`config.mk`:
```
export PLATFORM = sky130hd
export DESIGN_NAME = json_number_token_scanner_core
export DESIGN_NICKNAME = d
export VERILOG_FILES = /design/src/design/jnts_pkg.sv /design/src/design/jnts_scan.sv /design/src/design/jnts_out_reg.sv /design/src/design/json_number_token_scanner_core.sv
export SDC_FILE = /design/constraint.sdc
export NUM_CORES = 1
export LEC_CHECK = 0
export BUFFER_PORTS_ARGS = -buffer_cell sky130_fd_sc_hd__buf_2
export CAP_MARGIN = 20
export CORE_MARGIN = 2
export CORE_UTILIZATION = 35
export CTS_CLUSTER_DIAMETER = 60
export DETAILED_ROUTE_END_ITERATION = 12
export PLACE_DENSITY = 0.58
export SYNTH_ARGS = -nofsm -noshare
export SYNTH_HDL_FRONTEND = slang
export SYNTH_HIERARCHICAL = 1
export SYNTH_SLANG_ARGS = --single-unit
export TNS_END_PERCENT = 10
```
`constraint.sdc`:
```
create_clock -name clk -period 7.3 [get_ports clk]
set_input_delay 1.825 -clock clk [delete_from_list [all_inputs] [get_ports clk]]
set_output_delay 1.825 -clock clk [all_outputs]
set_load 0.05 [all_outputs]
```
`src/design/jnts_pkg.sv`:
```
`timescale 1ns / 1ps
// ----------------------------------------------------------------------------
// JSON number scanner package
// Request types and a shared constant for the JSON number token scanner.
// ----------------------------------------------------------------------------
package jnts_pkg;

	// Width of the reported token length.
	localparam int LENGTH_W = 16;

	// One source character request.
	typedef struct packed {
		logic [7:0] ch;
		logic       start_req;
	} in_item_t;

	// One scan result request.
	typedef struct packed {
		logic                valid_res;
		logic [LENGTH_W-1:0] length;
		logic                is_uint;
	} out_item_t;

endpackage

```
`src/design/jnts_scan.sv`:
```
`timescale 1ns / 1ps
// ----------------------------------------------------------------------------
// JSON number scanner state machine
// Holds the token state and advances it by one character per step, raising
// a result on the character that ends the token.
// ----------------------------------------------------------------------------
module jnts_scan #(
	parameter int LEN_BITS = 16
) (
	input  logic                clk,
	input  logic                arst_n,
	input  logic                step,
	input  jnts_pkg::in_item_t  item,
	input  logic                allow_hex,
	output logic                res_fire,
	output jnts_pkg::out_item_t res
);

	// Scan phases.
	localparam logic [3:0] PH_IDLE  = 4'd0;
	localparam logic [3:0] PH_SIGN  = 4'd1;
	localparam logic [3:0] PH_INT   = 4'd2;
	localparam logic [3:0] PH_HEX   = 4'd3;
	localparam logic [3:0] PH_FRAC0 = 4'd4;
	localparam logic [3:0] PH_FRAC  = 4'd5;
	localparam logic [3:0] PH_EXP0  = 4'd6;
	localparam logic [3:0] PH_EXPS  = 4'd7;
	localparam logic [3:0] PH_EXP   = 4'd8;

	// Character codes.
	localparam logic [7:0] CH_MINUS = 8'h2D;
	localparam logic [7:0] CH_PLUS  = 8'h2B;
	localparam logic [7:0] CH_DOT   = 8'h2E;
	localparam logic [7:0] CH_ZERO  = 8'h30;
	localparam logic [7:0] CH_NINE  = 8'h39;
	localparam logic [7:0] CH_X     = 8'h78;
	localparam logic [7:0] CH_LE    = 8'h65;
	localparam logic [7:0] CH_UE    = 8'h45;
	localparam logic [7:0] CH_LA    = 8'h61;
	localparam logic [7:0] CH_LF    = 8'h66;
	localparam logic [7:0] CH_UA    = 8'h41;
	localparam logic [7:0] CH_UF    = 8'h46;

	localparam logic [LEN_BITS-1:0] LEN_MAX = {LEN_BITS{1'b1}};
	localparam logic [LEN_BITS-1:0] LEN_ONE = LEN_BITS'(1);
	localparam logic [LEN_BITS-1:0] HEX_MIN = LEN_BITS'(2);
	localparam logic [31:0] OUT_MAX = 32'({jnts_pkg::LENGTH_W{1'b1}});

	logic [3:0]          phase_q, phase_d;
	logic [LEN_BITS-1:0] len_q, len_d, len_inc;
	logic                uint_q, uint_d;
	logic                lz_q, lz_d;
	logic                fin, ok;
	logic                c_dec, c_hex, c_exp, c_sign;
	logic [31:0]         len_ext;

	// Character classes of the current request.
	always_comb begin
		c_dec  = (item.ch >= CH_ZERO) && (item.ch <= CH_NINE);
		c_hex  = c_dec || ((item.ch >= CH_LA) && (item.ch <= CH_LF)) ||
			((item.ch >= CH_UA) && (item.ch <= CH_UF));
		c_exp  = (item.ch == CH_LE) || (item.ch == CH_UE);
		c_sign = (item.ch == CH_PLUS) || (item.ch == CH_MINUS);
	end

	// Saturating length increment.
	assign len_inc = (len_q == LEN_MAX) ? len_q : len_q + LEN_ONE;

	// Next state for one character.
	always_comb begin
		phase_d = phase_q;
		len_d   = len_q;
		uint_d  = uint_q;
		lz_d    = lz_q;
		fin     = 1'b0;
		ok      = 1'b0;
		if (item.start_req) begin
			uint_d = 1'b1;
			lz_d   = 1'b0;
			len_d  = '0;
			if (item.ch == CH_MINUS) begin
				uint_d  = 1'b0;
				len_d   = LEN_ONE;
				phase_d = PH_SIGN;
			end else if (c_dec) begin
				lz_d    = (item.ch == CH_ZERO);
				len_d   = LEN_ONE;
				phase_d = PH_INT;
			end else begin
				fin = 1'b1;
			end
		end else begin
			unique case (phase_q)
				PH_IDLE: begin
				end
				PH_SIGN: begin
					if (c_dec) begin
						len_d   = len_inc;
						phase_d = PH_INT;
					end else begin
						fin = 1'b1;
					end
				end
				PH_INT: begin
					lz_d = 1'b0;
					if (lz_q && allow_hex && (item.ch == CH_X)) begin
						len_d   = len_inc;
						phase_d = PH_HEX;
					end else if (c_dec) begin
						len_d = len_inc;
					end else if (item.ch == CH_DOT) begin
						uint_d  = 1'b0;
						len_d   = len_inc;
						phase_d = PH_FRAC0;
					end else if (c_exp) begin
						uint_d  = 1'b0;
						len_d   = len_inc;
						phase_d = PH_EXP0;
					end else begin
						fin = 1'b1;
						ok  = 1'b1;
					end
				end
				PH_HEX: begin
					if (c_hex) begin
						len_d = len_inc;
					end else begin
						fin = 1'b1;
						ok  = (len_q > HEX_MIN);
					end
				end
				PH_FRAC0: begin
					if (c_dec) begin
						len_d   = len_inc;
						phase_d = PH_FRAC;
					end else begin
						fin = 1'b1;
					end
				end
				PH_FRAC: begin
					if (c_dec) begin
						len_d = len_inc;
					end else if (c_exp) begin
						len_d   = len_inc;
						phase_d = PH_EXP0;
					end else begin
						fin = 1'b1;
						ok  = 1'b1;
					end
				end
				PH_EXP0: begin
					if (c_sign) begin
						len_d   = len_inc;
						phase_d = PH_EXPS;
					end else if (c_dec) begin
						len_d   = len_inc;
						phase_d = PH_EXP;
					end else begin
						fin = 1'b1;
					end
				end
				PH_EXPS: begin
					if (c_dec) begin
						len_d   = len_inc;
						phase_d = PH_EXP;
					end else begin
						fin = 1'b1;
					end
				end
				PH_EXP: begin
					if (c_dec) begin
						len_d = len_inc;
					end else begin
						fin = 1'b1;
						ok  = 1'b1;
					end
				end
				default: begin
					phase_d = PH_IDLE;
				end
			endcase
		end
		if (fin) begin
			phase_d = PH_IDLE;
		end
	end

	// Result fields; an invalid token reports all zeros.
	assign len_ext = 32'(len_q);
	always_comb begin
		res.valid_res = ok;
		res.is_uint   = ok & uint_q;
		res.length    = '0;
		if (ok) begin
			res.length = (len_ext > OUT_MAX) ? {jnts_pkg::LENGTH_W{1'b1}} :
				len_ext[jnts_pkg::LENGTH_W-1:0];
		end
	end
	assign res_fire = fin;

	// Token state registers.
	always_ff @(posedge clk or negedge arst_n) begin
		if (!arst_n) begin
			phase_q <= PH_IDLE;
			len_q   <= '0;
			uint_q  <= 1'b1;
			lz_q    <= 1'b0;
		end else if (step) begin
			phase_q <= phase_d;
			len_q   <= len_d;
			uint_q  <= uint_d;
			lz_q    <= lz_d;
		end
	end

endmodule

```
`src/design/jnts_out_reg.sv`:
```
`timescale 1ns / 1ps
// ----------------------------------------------------------------------------
// JSON number scanner result register
// Holds one result request until the downstream side takes it.
// ----------------------------------------------------------------------------
module jnts_out_reg (
	input  logic                clk,
	input  logic                arst_n,
	input  logic                load,
	input  jnts_pkg::out_item_t load_data,
	output logic                free,
	output logic                valid,
	input  logic                stall,
	output jnts_pkg::out_item_t data
);

	logic                valid_q;
	jnts_pkg::out_item_t data_q;

	// The register can take a new request when empty or being drained.
	assign free = !valid_q || !stall;

	// Valid flag.
	always_ff @(posedge clk or negedge arst_n) begin
		if (!arst_n) begin
			valid_q <= 1'b0;
		end else if (load) begin
			valid_q <= 1'b1;
		end else if (!stall) begin
			valid_q <= 1'b0;
		end
	end

	// Payload.
	always_ff @(posedge clk) begin
		if (load) begin
			data_q <= load_data;
		end
	end

	assign valid = valid_q;
	assign data  = data_q;

endmodule

```
`src/design/json_number_token_scanner_core.sv`:
```
`timescale 1ns / 1ps
// ----------------------------------------------------------------------------
// JSON number token scanner
// Scans JSON number tokens one character per request and reports validity,
// length and whether the token is an unsigned integer.
// ----------------------------------------------------------------------------
// The scanner takes one character every clock cycle while no result is blocked
// by a stalled output. A character is captured in an input register, the token
// state machine consumes it when it can advance, and a result, if the character
// ends a token, is loaded into the output register as the state advances. The
// token state updates once per character, which sets the rate of one character
// per cycle. While a result is held by a stalled output, one more character is
// buffered; characters that produce no result keep flowing. allow_hex is written
// through cfg_wr_en and cfg_wr_data; the user must write it only while the block
// is idle, as the block itself does not enforce this.
module json_number_token_scanner_core #(
	parameter int LEN_BITS = 16
) (
	input  logic                clk,
	input  logic                arst_n,
	input  logic                cfg_wr_en,
	input  logic                cfg_wr_data,
	input  logic                in_valid,
	output logic                in_stall,
	input  jnts_pkg::in_item_t  in_data,
	output logic                out_valid,
	input  logic                out_stall,
	output jnts_pkg::out_item_t out_data
);

	logic                allow_hex_q;
	logic                valid_s1;
	jnts_pkg::in_item_t  item_s1;
	logic                res_fire;
	jnts_pkg::out_item_t res;
	logic                out_free;
	logic                advance;

	// Configuration register.
	always_ff @(posedge clk or negedge arst_n) begin
		if (!arst_n) begin
			allow_hex_q <= 1'b0;
		end else if (cfg_wr_en) begin
			allow_hex_q <= cfg_wr_data;
		end
	end

	// The held character moves on unless its result cannot be stored.
	assign advance  = valid_s1 && (!res_fire || out_free);
	assign in_stall = valid_s1 && !advance;

	// Input register.
	always_ff @(posedge clk or negedge arst_n) begin
		if (!arst_n) begin
			valid_s1 <= 1'b0;
		end else if (in_valid && !in_stall) begin
			valid_s1 <= 1'b1;
		end else if (advance) begin
			valid_s1 <= 1'b0;
		end
	end

	always_ff @(posedge clk) begin
		if (in_valid && !in_stall) begin
			item_s1 <= in_data;
		end
	end

	// Token state machine.
	jnts_scan #(
		.LEN_BITS(LEN_BITS)
	) u_scan (
		.clk      (clk),
		.arst_n   (arst_n),
		.step     (advance),
		.item     (item_s1),
		.allow_hex(allow_hex_q),
		.res_fire (res_fire),
		.res      (res)
	);

	// Result register.
	jnts_out_reg u_out (
		.clk      (clk),
		.arst_n   (arst_n),
		.load     (advance && res_fire),
		.load_data(res),
		.free     (out_free),
		.valid    (out_valid),
		.stall    (out_stall),
		.data     (out_data)
	);

	// An invalid token reports zero length and no unsigned flag.
	assert property (@(posedge clk) disable iff (!arst_n)
		out_valid && !out_data.valid_res |-> out_data.length == '0 && !out_data.is_uint)
		else $error("invalid result carries nonzero fields");

	// A valid token always has at least one character.
	assert property (@(posedge clk) disable iff (!arst_n)
		out_valid && out_data.valid_res |-> out_data.length != '0)
		else $error("valid result with zero length");

	// The input side stalls only behind a pending result that cannot be stored.
	assert property (@(posedge clk) disable iff (!arst_n)
		in_stall |-> valid_s1 && res_fire && out_valid && out_stall)
		else $error("input stalled without a blocked result");

	// A result handed to the output register is shown in the next cycle.
	assert property (@(posedge clk) disable iff (!arst_n)
		advance && res_fire |=> out_valid)
		else $error("result lost between scanner and output register");

endmodule

```
==> metrics.cfg <==
[placement]
dp_cells=539
dpl.hpwl_um=6900
portBuffers=34
gp_congestion=0.980

[clock_tree]
ctsResizeCount=0
numCtsBuffers=5
clock_sinks=52
cts_setup_buffers=0
cts.path.max_buffers=2
tritoncts=yes
postCtsHoldBufs=0
clk_pin_slew_ns=0.10
cts_root_buffer=clkbuf_8
htreeDepth=2
insertion_delay_ns=0.32

[global_route]
grt_overflow=0
grt_usage_pct=17.7
grt_max_degree=26
antenna_found_initial=0
grt_pass1_vias=3029
grt_pass1_wl_um=15900

[min_path]
hold_end=u_scan/lz_q
holdPathStages=2
min_path_type=flop to flop
hp-start=u_scan/lz_q

[sta]
skew_ns=0.0179
tns_ns=0
setup_viol=0
worst_slew_pin_slew_ns=1.03
finalCritPeriodShare_pct=66.5
grt_setup_unrepaired=false
max_freq_mhz=206
slew_headroom_pct=30.8
fin_crit_ns=4.86
hold_violations=0
finalMaxSlewViolations=0

[logic_synthesis]
synth-edff-count=27
async_flop_share_pct=48.1
syn_area_per_cell_sq_um=8.89
synth-main-ff-cell=edfxtp_1
yosysSeqAreaShare_pct=40.8
ys_types=72
ys_seq_elements=52
ys_warn_count=6
netlist_instances=396
syn-num-nets=413
netlist_area_sq_um=3520

[routing]
drtIter0Drc=437
firstDrtPassIters=5
drc=0
avgRoutedWirePerCell_um=17.9
routed_wl_um=9830
vias_per_cell=6.14
antenna_left=0
vias=3364

[setup_path]
cp.required_ns=5.48
rr_worst_depth=12
crit_fanout=8
cp-start-kind=flop
cp-end-kind=output pin
crit_type=flop to output pin
worst-r2r-setup-slack_ns=3.28
reg2reg_to=u_scan/len_q[9]
r2r-start=item_s1[4]
worstPathArrival_ns=3.03

[floorplan]
start_util_pct=36.0
core_area_sq_um=9770
dieArea_sq_um=10900
row_count=36
die_y_um=104
die_width_um=104
ios=35

[layout]
areaGrowthSynthToFinish_pct=9.80
nets=431
final_cell_mix=buf_2 (34), o21ai_0 (33), nand2_1 (31)
layout_commonest_cell=buf_2
fin_cells=548
drive_gt1_share_pct=14.2
fill_cells=994
antenna_cells=0

[pwr]
finalPower_w=0.000915
total_leakage_power_nw=1.40
powerDensity_nw_per_um2=237
ir_worst_vdd_mv=0.0781

[run_status]
status=complete, no violations

[flow_run]
drv_cap=0

## power by group
group | switching [W] | total [W] | internal [W]
sequential | 0.0000516 | 0.000397 | 0.000345
clock | 0.000110 | 0.000181 | 0.0000703
combinational | 0.000225 | 0.000338 | 0.000113
total | 0.000387 | 0.000915 | 0.000528
## layer usage
| metal | track usage [%] | routed length (um) | up-vias |
|---|---|---|---|
| li1 | - | - | 1565 |
| met1 | 26.3 | 4460 | 1588 |
| met2 | 27.2 | 4470 | 203 |
| met3 | 2.01 | 799 | 8 |
| met4 | 4.83 | 104 | 0 |
| met5 | 0 | 0 | - |
## worst max-delay path, cell delays in order (launching register included)
cell and delay (ns):
edfxtp_1 0.50, or4b_1 0.62, o31ai_1 0.59, nor2_1 0.14, a211oi_2 0.26, o22ai_2 0.20
nand3b_4 0.17, inv_1 0.04, buf_2 0.20
## through the flow
step	cell area [sq um]	hold WS [ns]	setup WS, ns	util, %
finish	3870	0.489	2.44	39.6
global route	3870	0.532	2.25	39.6
CTS	3860	0.499	2.49	39.5
detailed placement	3770	0.475	2.84	38.5
global placement	3770	0.470	2.86	38.5
floorplan	3520	0.439	3.09	-
## how the worst max path moves through the flow
stage / startpoint / to / slack (ns)
floorplan: out_stall / in_stall / 3.09
global placement: item_s1[8] / in_stall / 2.86
detailed placement: item_s1[4] / in_stall / 2.84
CTS: item_s1[4] / in_stall / 2.49
global route: u_scan/phase_q[0] / in_stall / 2.25
finish: item_s1[4] / in_stall / 2.44
## logic make-up (layout without fill, tap and decap cells)
| family | count (synthesis) | count (layout) | synth area share, % |
|---|---|---|---|
| XOR/XNOR | 6 | 6 | 1.49 |
| buffers and inverters | 36 | 55 | 4.12 |
| adder cells (fa/ha/maj) | 2 | 2 | 0.710 |
| multiplexers | 5 | 5 | 1.49 |
| flip-flops | 52 | 52 | 40.8 |
| AND/OR/NAND/NOR | 162 | 162 | 26.1 |
| AO/OA/AOI/OAI | 133 | 133 | 25.3 |
## sequential cells by signal (all words and copies together), names as in the netlist
signal and flops:
u_out/valid 1, u_out/data 18, allow_hex_q 1, u_scan/lz_q 1
item_s1 9, valid_s1 1, u_scan/len_q 16, u_scan/uint_q 1
u_scan/phase_q 4
## layout make-up
class	instances	area [sq um]	share of cell area [%]
Multi-Input combinational cell	308	1940	50.1
Tap cell	133	166	4.30
Clock inverter	3	25.0	0.647
Timing Repair Buffer	37	193	4.98
Inverter	10	37.5	0.971
Sequential cell	52	1440	37.2
Clock buffer	5	68.8	1.78
## cell usage after synthesis (all sizes together) (6+ instances only)
| library cell | count | area (sq um) |
|---|---|---|
| inv | 10 | 37.5 |
| a211oi | 7 | 57.6 |
| o31ai | 6 | 45.0 |
| a21oi | 27 | 135 |
| nor2 | 26 | 97.6 |
| nand2b | 7 | 43.8 |
| nor3 | 10 | 50.1 |
| o21ai | 34 | 170 |
| nor4 | 10 | 62.6 |
| nand3 | 12 | 60.1 |
| a31oi | 9 | 56.3 |
| nand2 | 31 | 116 |
| nand4 | 9 | 56.3 |
| dfrtp | 24 | 601 |
| edfxtp | 27 | 811 |
| and2 | 18 | 113 |
| clkbuf | 20 | 75.1 |
| buf | 6 | 32.5 |
No activity file was read; power rests on OpenSTA's default activity.
